## src/hw/rtl/scp_pkg.sv

```systemverilog
// ----------------------------------------------------------------------------
// scp_pkg: shared definitions for the sphere collision projector
// Defaults, field widths, input mode codes, register indexes and item kinds.
// ----------------------------------------------------------------------------
package scp_pkg;

  localparam int COORD_WIDTH_DEF = 32;
  localparam int FRAC_BITS_DEF   = 16;
  localparam int RADIUS_W        = 31;
  localparam int DELTA_W         = 16;
  localparam int MODE_W          = 2;
  localparam int CFG_IDX_W       = 3;
  localparam int QUEUE_DEPTH     = 2;

  // input mode codes
  localparam logic [MODE_W-1:0] MODE_TICK    = 2'd0;
  localparam logic [MODE_W-1:0] MODE_POINT   = 2'd1;
  localparam logic [MODE_W-1:0] MODE_RESTART = 2'd2;
  localparam logic [MODE_W-1:0] MODE_UNUSED  = 2'd3;

  // configuration register indexes
  localparam logic [CFG_IDX_W-1:0] REG_RADIUS  = 3'd0;
  localparam logic [CFG_IDX_W-1:0] REG_STEP_X  = 3'd1;
  localparam logic [CFG_IDX_W-1:0] REG_STEP_Y  = 3'd2;
  localparam logic [CFG_IDX_W-1:0] REG_STEP_Z  = 3'd3;
  localparam logic [CFG_IDX_W-1:0] REG_START_X = 3'd4;
  localparam logic [CFG_IDX_W-1:0] REG_START_Y = 3'd5;
  localparam logic [CFG_IDX_W-1:0] REG_START_Z = 3'd6;

  // work kinds handed from front to back
  typedef enum logic [1:0] {
    KIND_TICK,
    KIND_POINT,
    KIND_RESTART
  } kind_t;

endpackage

```

## src/hw/rtl/scp_front.sv

```systemverilog
// ----------------------------------------------------------------------------
// scp_front: input acceptance, classification and work queue
// Takes input transfers, drops unused modes, queues work for the back end.
// ----------------------------------------------------------------------------
module scp_front #(
  parameter int CW = scp_pkg::COORD_WIDTH_DEF
) (
  input  logic                         clk,
  input  logic                         rst_n,
  input  logic                         in_push,
  output logic                         in_full,
  input  logic [scp_pkg::MODE_W-1:0]   in_mode,
  input  logic [scp_pkg::DELTA_W-1:0]  in_delta_ms,
  input  logic signed [CW-1:0]         in_point_x,
  input  logic signed [CW-1:0]         in_point_y,
  input  logic signed [CW-1:0]         in_point_z,
  input  logic                         q_deq,
  output logic                         q_valid,
  output scp_pkg::kind_t               q_kind,
  output logic [scp_pkg::DELTA_W-1:0]  q_delta,
  output logic signed [CW-1:0]         q_px,
  output logic signed [CW-1:0]         q_py,
  output logic signed [CW-1:0]         q_pz
);

  localparam int DEPTH = scp_pkg::QUEUE_DEPTH;
  localparam int PW    = (DEPTH > 1) ? $clog2(DEPTH) : 1;
  localparam int CNTW  = $clog2(DEPTH + 1);

  scp_pkg::kind_t              kind_mem [DEPTH];
  logic [scp_pkg::DELTA_W-1:0] delta_mem [DEPTH];
  logic signed [CW-1:0]        px_mem [DEPTH];
  logic signed [CW-1:0]        py_mem [DEPTH];
  logic signed [CW-1:0]        pz_mem [DEPTH];

  logic [PW-1:0]   wr_ptr_r, rd_ptr_r;
  logic [CNTW-1:0] cnt_r;
  scp_pkg::kind_t  kind;
  logic            keep;
  logic            enq, deq;

  // classify the mode; the unused code is accepted and dropped
  always_comb begin
    kind = scp_pkg::KIND_TICK;
    keep = 1'b1;
    unique case (in_mode)
      scp_pkg::MODE_TICK:    kind = scp_pkg::KIND_TICK;
      scp_pkg::MODE_POINT:   kind = scp_pkg::KIND_POINT;
      scp_pkg::MODE_RESTART: kind = scp_pkg::KIND_RESTART;
      default:               keep = 1'b0;
    endcase
  end

  assign in_full = (cnt_r == CNTW'(DEPTH));
  assign enq     = in_push && !in_full && keep;
  assign q_valid = (cnt_r != '0);
  assign deq     = q_deq && q_valid;

  // queue storage
  always_ff @(posedge clk) begin
    if (enq) begin
      kind_mem[wr_ptr_r]  <= kind;
      delta_mem[wr_ptr_r] <= in_delta_ms;
      px_mem[wr_ptr_r]    <= in_point_x;
      py_mem[wr_ptr_r]    <= in_point_y;
      pz_mem[wr_ptr_r]    <= in_point_z;
    end
  end

  assign q_kind  = kind_mem[rd_ptr_r];
  assign q_delta = delta_mem[rd_ptr_r];
  assign q_px    = px_mem[rd_ptr_r];
  assign q_py    = py_mem[rd_ptr_r];
  assign q_pz    = pz_mem[rd_ptr_r];

  // pointers and fill count
  always_ff @(posedge clk) begin
    if (!rst_n) begin
      wr_ptr_r <= '0;
      rd_ptr_r <= '0;
      cnt_r    <= '0;
    end else begin
      if (enq) begin
        wr_ptr_r <= (wr_ptr_r == PW'(DEPTH - 1)) ? '0 : wr_ptr_r + 1'b1;
      end
      if (deq) begin
        rd_ptr_r <= (rd_ptr_r == PW'(DEPTH - 1)) ? '0 : rd_ptr_r + 1'b1;
      end
      if (enq && !deq) begin
        cnt_r <= cnt_r + 1'b1;
      end else if (deq && !enq) begin
        cnt_r <= cnt_r - 1'b1;
      end
    end
  end

endmodule

```

## config.mk

```make
export PLATFORM = sky130hd
export DESIGN_NAME = scp_front
export DESIGN_NICKNAME = d
export VERILOG_FILES = /design/src/hw/rtl/scp_pkg.sv /design/src/hw/rtl/scp_front.sv
export SDC_FILE = /design/constraint.sdc
export NUM_CORES = 1
export LEC_CHECK = 0
export BUFFER_PORTS_ARGS = -buffer_cell sky130_fd_sc_hd__buf_4
export CORE_AREA = 10 10 198 200
export CTS_CLUSTER_SIZE = 10
export DETAILED_ROUTE_END_ITERATION = 6
export DIE_AREA = 0 0 208 210
export GPL_ROUTABILITY_DRIVEN = 0
export GPL_TIMING_DRIVEN = 0
export MAX_ROUTING_LAYER = met4
export SETUP_SLACK_MARGIN = 0.2
export SLEW_MARGIN = 15
export SYNTH_ARGS = -nofsm -noshare
export SYNTH_HDL_FRONTEND = slang
export SYNTH_SLANG_ARGS = --single-unit
```

## constraint.sdc

```tcl
create_clock -name clk -period 12.7 [get_ports clk]
set_input_delay 1.27 -clock clk [delete_from_list [all_inputs] [get_ports clk]]
set_output_delay 1.27 -clock clk [all_outputs]
set_load 0.1 [all_outputs]
```

# After elaboration in Yosys (flattened, before gate mapping)
# Memories as Yosys holds them, arrays and structs flattened. A register that Yosys moved wholly into a read port is not among the register bits.
# Index checks and enable logic that the tools add are counted.
dict set report classes {
  add_sub_neg 4
  reduce_logical 12
  mux 18
  eq_ne 3
}
# op count
set op_table {}
lappend op_table {{$mux 1} 15}
lappend op_table {{$logic_and 1x1->1} 5}
lappend op_table {{$eq 2x2->1 const B} 2}
lappend op_table {{$mux 2} 2}
lappend op_table {{$pmux 2 s2} 1}
lappend op_table {{$reduce_bool 2->1} 2}
lappend op_table {{$logic_not 1->1} 3}
lappend op_table {{$reduce_or 3->1} 1}
lappend op_table {{$add 1x1->1 const B} 2}
lappend op_table {{$add 2x1->2 const B} 1}
lappend op_table {{$eq 2x1->1 const B} 1}
lappend op_table {{$logic_not 2->1} 1}
lappend op_table {{$sub 2x1->2 const B} 1}
dict set report totals {
  ram_bits 228
  n_memories 5
  input_bits 118
  regBits 4
  out_inout_bits 116
}
# memory words width read_ports rd_clocked_by_memory_dff wr line_no
set mem_list {}
lappend mem_list {px_mem 2 32 1 1 1 scp_front.sv:32} ;# logic signed [CW-1:0] px_mem [DEPTH];
lappend mem_list {py_mem 2 32 1 1 1 scp_front.sv:33} ;# logic signed [CW-1:0] py_mem [DEPTH];
lappend mem_list {pz_mem 2 32 1 1 1 scp_front.sv:34} ;# logic signed [CW-1:0] pz_mem [DEPTH];
lappend mem_list {delta_mem 2 16 1 1 1 scp_front.sv:31} ;# logic [scp_pkg::DELTA_W-1:0] delta_mem [DEPTH];
lappend mem_list {kind_mem 2 2 1 1 1 scp_front.sv:30} ;# scp_pkg::kind_t kind_mem [DEPTH];

# Logic depth before layout (Yosys ltp)
# Gate-level depths: netlist (run 1).
dict set report depth {
  word_depth 8
  mapped_depth 6
  ltp_nobuf 6
}

# Least setup slack after synthesis (run 1)
# Ideal clock, no wire load.
dict set report synth_path {
  path_kind {input -> register}
  startpoint {input in_push}
  endpoint {memory delta_mem[0][0] (netlist bit) (enable)}
  setup_time_ns 0.602
  n_path_buf 0
  path_slack_ns 5.444
  path_stages 3
  arrival_ns 6.654
  path_cell_list {inv_1 > a211oi_4 > nor2b_1}
}
dict set report synth_via {
  elab_chain_cells 4
}
# item line_no
set synth_lines {}
lappend synth_lines {{start, declared} scp_front.sv:10} ;# input logic in_push,
lappend synth_lines {{$logic_and 1x1->1 (2 in a row)} scp_front.sv:55} ;# assign enq = in_push && !in_full && keep;
lappend synth_lines {{net enq} scp_front.sv:40} ;# logic enq, deq;
lappend synth_lines {{$mux 1} scp_front.sv:61} ;# if (enq) begin
lappend synth_lines {{$mux 1 (implied by the code)} scp_front.sv:63} ;# delta_mem[wr_ptr_r] <= in_delta_ms;
lappend synth_lines {{end, declared} scp_front.sv:31}
# The timed path passes the listed nets, and every way through them passes these cells.

==> key figures, run 1 <==
Status
  – Status: completed

Clock network
  – Bufs on Longest Clock Path: 3
  – H-tree depth: 1
  – Clock slew at reported path FFs: 0.05 ns
  – Clk root buf: clkbuf_16
  – Postcts setup bufs: 0
  – CTS tree: built
  – Clock latency on the worst-skew pair: 0.54 ns
  – Cts hold-fix bufs: 0
  – CTS buffer count: 28
  – CTS resizes: 0
  – Clk sink count: 233

Timing
  – Setup TNS Final: 0 ns
  – Slew @ Worst Pin: 0.631 ns
  – Slew headroom: 57.9%
  – Fmax: 0.302 GHz
  – Post-route setup slack: 9.39 ns
  – Fin. Hold Viols: 0
  – Final Skew: 0.00940 ns
  – Crit path time final: 3.31 ns
  – Max-slew violation count: 0
  – Fin crit share: 26.0%
  – Final setup viols: 0
  – RSZ-0062 raised after global routing: no

Pwr
  – P per Cell Area: 267 nW/um^2
  – Final Power: 3210 uW
  – VDD IR-drop max: 150 uV
  – P_leak: 0.00451 uW

Cells and area
  – Final core occ: 34.2%
  – Layout cells sized above 1: 60.6%
  – Filler cell count: 3,365
  – Design Area, Final: 12,100 sq um
  – Nets: 771
  – Area growth, synth to finish: 38.1%

Floorplan
  – Chip height: 210 um
  – Core area: 35,200 sq um
  – Initial Utilization: 24.8%
  – Die Area: 43,700 sq um
  – IO Count: 234
  – Die width: 208 um
  – Row count: 69

Setup path
  – Slowest CP cell: mux2_4
  – Critical-path cell list: clkbuf_2 -> buf_6 -> buf_6 -> mux2_4 -> buf_4
  – Worst Path Buf+Inv: 4
  – CP peak stage delay: 0.33 ns
  – Most used cell, CP: buf_6
  – Setup Crit Path Kind: reg2out
  – Critical Path Source Type: register
  – Worst Path Max Fanout: 10
  – Crit path capture type: output pin
  – WP data required: 11.43 ns
  – CP arrival: 2.04 ns
  – Family with the most delay on the worst path: buffers and inverters

Drt
  – DR iter-0 viols: 150
  – Vias/cell: 3.91
  – Final WL: 19,800 um
  – WL/cell: 17.6 um
  – TritonRoute pass-1 iters: 4
  – Remaining antenna violation count after routing: 0
  – Residual DRC: 0
  – Via Count: 4,404

Global routing
  – First-pass GRT wire length: 29,600 um
  – Vias in the first global route: 4,907
  – GRT overflow: 0
  – Largest net degree at the start of global routing: 47
  – Tot GR Track Use: 8.94%
  – Initial antenna violation count: 1

Placement
  – Post-DP HPWL: 14,200 um
  – Placed cell area: 11,200 sq um
  – Port bufs: 233
  – Post-Place Setup Slack: 9.51 ns

Synth
  – FF+latch count, synth: 233
  – Syn. warnings: 0
  – Netlist Area Pre-Place: 8730 sq um
  – Post-synthesis cell type count: 22
  – Post-synthesis sequential area ratio: 79.6%
  – Cells after synthesis: 382
  – Syn Nets: 501
  – Synthesized area per cell: 22.8 sq um

Job
  – Max_cap viols: 0

Hold path
  – Min-Delay Path Class: reg2reg
-- path summary, 6_finish.rpt --
| kind | start | end | slack [ns] | cells past startpoint |
|---|---|---|---|---|
| hold / removal | cnt_r[1] | cnt_r[1] | 0.53 | 2 |
| setup / recovery | register | q_py[4] | 9.39 | 5 |
| hold reg to reg | cnt_r[1] | cnt_r[1] | 0.53 | 2 |
| setup reg to reg | cnt_r[0] | py_mem[0][25] | 10.50 | 5 |
-- placed cells by master (no fill, tap or decap), types with 2 or more instances in the layout --
cell / synthesis / routed
buf_2: 5 / 5
buf_16: 0 / 5
mux2_2: 54 / 54
buf_4: 0 / 233
clkbuf_1: 0 / 9
dfxtp_1: 5 / 5
edfxtp_1: 228 / 228
xnor2_1: 2 / 2
clkinv_2: 0 / 2
buf_6: 7 / 7
and2_1: 4 / 3
nor2b_1: 4 / 3
buf_12: 0 / 2
clkbuf_16: 0 / 29
mux2_4: 60 / 60
clkinv_1: 0 / 2
-- routing by layer --
metal,GRT usage (%),routed length [um],up-vias
met3,3.52,1740,34
met2,14.6,9760,160
met4,2.77,399,0
met1,9.88,7910,2156
li1,-,-,2054
met5,-,0,-
-- stage by stage --
stage	std cells	hold WS, ns
detailed placement	1083	0.519
floorplan	382	0.451
global placement	1076	0.466
finish	1127	0.528
CTS	1126	0.527
global route	1127	0.548
-- power breakdown --
part | internal, uW | total [uW] | switching, uW
Combinational | 387 | 1520 | 1140
Sequential | 955 | 977 | 21.9
Clock | 430 | 712 | 283
-- logic make-up after synthesis --
kind of cell / count (synthesis) / synth area share [%]
AO/OA/AOI/OAI: 4 / 0.430
adder cells (fa/ha/maj): 1 / 0.143
AND/OR/NAND/NOR: 12 / 0.832
multiplexers: 115 / 17.4
XOR/XNOR: 3 / 0.301
flip-flops: 233 / 79.6
buffers and inverters: 14 / 1.29
-- sequential cells by signal (all words and copies together), names as in the netlist, named ones only --
name and flops:
pz_mem 64, rd_ptr_r 1, px_mem 64, py_mem 64, delta_mem 32, cnt_r 2
kind_mem 4, wr_ptr_r 1
-- layout make-up --
type                       instances  area [sq um]  share of cell area (%)
clock inverter                     5          47.5                   0.395
multi-input combinational        135          1680                    13.9
timing repair buffer             240          1930                    16.0
inverter                           1          3.75                  0.0311
sequential                       233          6950                    57.6
tap                              461           577                    4.79
antenna                            1          2.50                  0.0208
clock buffer                      38           759                    6.30
buffer                            13           109                   0.903
-- worst reg2reg max path, delay by kind of cell (launching register included) --
kind | cells | cell delay [ns]
flip-flops | 1 | 0.41
AND/OR/NAND/NOR | 2 | 0.74
buffers and inverters | 2 | 0.47
AO/OA/AOI/OAI | 1 | 0.26
-- Yosys cell counts --
library cell / count / area [sq um]
o21ai_0: 1 / 5.00
clkbuf_2: 1 / 5.00
mux2_4: 60 / 901
nor2b_1: 4 / 25.0
mux2_2: 54 / 608
buf_6: 7 / 78.8
xnor2_1: 2 / 17.5
o21ai_1: 1 / 5.00
and2_1: 4 / 25.0
a211oi_4: 1 / 20.0
buf_2: 5 / 25.0
ha_1: 1 / 12.5
edfxtp_1: 228 / 6850
nand2_1: 1 / 3.75
xor2_1: 1 / 8.76
nand2b_1: 1 / 6.26
inv_1: 1 / 3.75
or3_1: 1 / 6.26
or2_2: 1 / 6.26
mux2i_1: 1 / 10.0
dfxtp_1: 5 / 100
a21boi_1: 1 / 7.51
Power figures use the tool's default switching activity.
==> run 2: changes to the inputs <==
Clock period 12.7 ns to 2.85 ns, I/O delays scaled along.
==> run 2 against run 1 <==
Effect of this change: sequential power rose to 4.5 times the previous value; highest routed layer unchanged; critical endpoint is now q_pz[7]; wire length rose by 8.0%; critical path depth did not move; via count rose by 9.7%; count of clock-buffer cells in the layout rose by 10; setup slack got worse by 8.9 ns.
==> key figures, run 2 (same netlist as run 1, synthesis figures left out) <==
Drt
  – Final WL: 21,400 um (was 19,800 um)
  – Vias/cell: 3.86 (was 3.91)
  – DR iter-0 viols: 135 (was 150)
  – TritonRoute pass-1 iters: 4 (unchanged)
  – WL/cell: 17.1 um (was 17.6 um)
  – Residual DRC: 0 (unchanged)
  – Remaining antenna violation count after routing: 0 (unchanged)
  – Via Count: 4,830 (was 4,404)

Floorplan
  – Chip height: 210 um (unchanged)
  – Row count: 69 (unchanged)
  – Die width: 208 um (unchanged)
  – Die Area: 43,700 sq um (unchanged)
  – Core area: 35,200 sq um (unchanged)
  – Initial Utilization: 24.8% (unchanged)
  – IO Count: 234 (unchanged)

Clock network
  – CTS resizes: 0 (unchanged)
  – Postcts setup bufs: 0 (unchanged)
  – Bufs on Longest Clock Path: 3 (unchanged)
  – Clk root buf: clkbuf_16 (unchanged)
  – Clock slew at reported path FFs: 0.06 ns (was 0.05 ns)
  – CTS buffer count: 28 (unchanged)
  – CTS tree: built (unchanged)
  – H-tree depth: 1 (unchanged)
  – Clk sink count: 233 (unchanged)
  – Clock latency on the worst-skew pair: 0.55 ns (was 0.54 ns)

Timing
  – Slew headroom: 51.3% (was 57.9%)
  – RSZ-0062 raised after global routing: no (unchanged)
  – Fmax: 0.424 GHz
  – Max-slew violation count: 0 (unchanged)
  – Final Skew: 0.00738 ns (was 0.00940 ns)
  – Slew @ Worst Pin: 0.728 ns (was 0.631 ns)
  – Crit path time final: 2.36 ns
  – Final setup viols: 0 (unchanged)
  – Setup TNS Final: 0 ns (unchanged)
  – Fin crit share: 82.7%
  – Fin. Hold Viols: 0 (unchanged)

Global routing
  – Largest net degree at the start of global routing: 49 (was 47)
  – Most Crowded Layer GR: met2 (unchanged)
  – M3 GR Usage: 3.33% (was 3.52%)
  – GRT met1 Usage: 10.5% (was 9.88%)
  – Tot GR Track Use: 9.67% (was 8.94%)
  – GRT overflow: 0 (unchanged)
  – First-pass GRT wire length: 32,300 um (was 29,600 um)
  – Initial antenna violation count: 2 (was 1)
  – Vias in the first global route: 5,525 (was 4,907)
  – Met2 Track Usage GR: 16.3% (was 14.6%)

Setup path
  – Critical Path Source Type: register (unchanged)
  – R2R Path End: px_mem[0][28] (was py_mem[0][25])
  – Critical-path cell list: clkbuf_2 -> buf_6 -> buf_6 -> mux2_4 -> buf_4 (unchanged)
  – Worst Path Max Fanout: 10 (unchanged)
  – R2R cell count: 5 (unchanged)
  – Slowest CP cell: mux2_4 (unchanged)
  – Most used cell, CP: buf_6 (unchanged)
  – WP data required: 2.57 ns (was 11.43 ns)
  – Reg2Reg Setup Slack: 0.76 ns (was 10.50 ns)
  – Crit path capture type: output pin (unchanged)
  – CP peak stage delay: 0.33 ns (about the same)
  – Worst reg2reg path startpoint: cnt_r[1] (was cnt_r[0])
  – CP arrival: 2.07 ns (was 2.04 ns)
  – Setup Crit Path Kind: reg2out (unchanged)

Placement
  – Post-DP HPWL: 14,500 um (was 14,200 um)
  – Port bufs: 233 (unchanged)

Pwr
  – P per Cell Area: 1110 nW/um^2 (was 267 nW/um^2)
  – P_leak: 0.00501 uW (was 0.00451 uW)
  – VDD IR-drop max: 872 uV (was 150 uV)

Hold path
  – Hold_sp: in_mode[0] (was cnt_r[1])
  – Hold EP: kind_mem[0][1] (was cnt_r[1])
  – Min-Delay Path Class: in2reg (was reg2reg)
  – Hold path cells: 2 (unchanged)

Cells and area
  – Multi-input logic area: 1690 sq um (was 1680 sq um)
  – Final core occ: 37.6% (was 34.2%)
  – Filler cell count: 3,262 (was 3,365)
  – Nets: 884 (was 771)
  – Layout cells sized above 1: 51.8% (was 60.6%)
  – Area occupied by registers: 6950 sq um (about the same)
  – Most frequent cells in the layout: buf_4, edfxtp_1, dlygate4sd3_1, mux2_4, mux2_2 (was buf_4, edfxtp_1, mux2_4, mux2_2, clkbuf_16)
  – Commonest non-fill, non-tap cell in the layout: buf_4 (unchanged)
  – Top Registers: px_mem x64, py_mem x64, pz_mem x64 (unchanged)
  – Area growth, synth to finish: 51.9% (was 38.1%)

Job
  – Max_cap viols: 0 (unchanged)

Status
  – Status: completed (unchanged)
## run 2: cell types whose count changed in the layout (fill, tap and decap cells not counted), moves of 2 or more
cell	previous run	this run
clkbuf_8	0	2
dfxtp_1	5	3
dlygate4sd3_1	0	113
dfxtp_2	0	2
clkinv_1	2	0
diode_2	1	3
clkbuf_1	9	18
## run 2: cell type report
cell class,instances,area share (%)
multi-input cells,135,12.7
well taps,461,4.35
repair buffers,353,23.0
flip-flops and latches,233,52.4
clock buffers,48,6.00
plain buffers,13,0.821
clock inverters,4,0.613
inverters,1,0.0283
diodes,3,0.0566
## run 2: critical path: cells and delay by family, from the launching register on
kind | cells | cell delay (ns)
buffers and inverters | 4 | 0.88
multiplexers | 1 | 0.33
flip-flops | 1 | 0.30
## run 2: per-stage QoR
step                      setup slack [ns]  cell area, sq um  hold WS (ns)  total power (uW)  cells
after floorplan                     -0.153              8750         0.384              9850    382
after global placement               -1.40             11100         0.470             11300   1076
after detailed placement             0.699             11200         0.473             11300   1083
after CTS                            0.365             13300        0.0175             14900   1248
after global routing                 0.363             13300        0.0492             15200   1250
final                                0.493             13300        0.0630             14700   1251
## run 2: routing by layer
metal / up-vias / wire length, um
met5: - / 0
met1: 2355 / 8520
met2: 153 / 10800
met3: 32 / 1580
met4: 0 / 539
li1: 2290 / -
## run 2: worst max-delay path by stage
stage | from | to | slack, ns
global placement | in_mode[0] | delta_mem[0][13] | -1.40
finish | register | q_pz[7] | 0.49
detailed placement | in_mode[0] | px_mem[0][6] | 0.70
global route | register | q_pz[7] | 0.36
floorplan | cnt_r[1] | delta_mem[0][0] | -0.15
CTS | register | q_py[2] | 0.37
## run 2: where the power goes
group          switching, uW  internal, uW  total (uW)
sequential               104          4260        4360
clock                   1320          2060        3390
combinational           5120          1830        6940
## run 2: timing repair
| item | in CTS | in global routing |
|---|---|---|
| hold endpoints to repair | 227 | 0 |
| hold buffers | 113 | 0 |
| endpoints found under the setup margin | 0 | 0 |
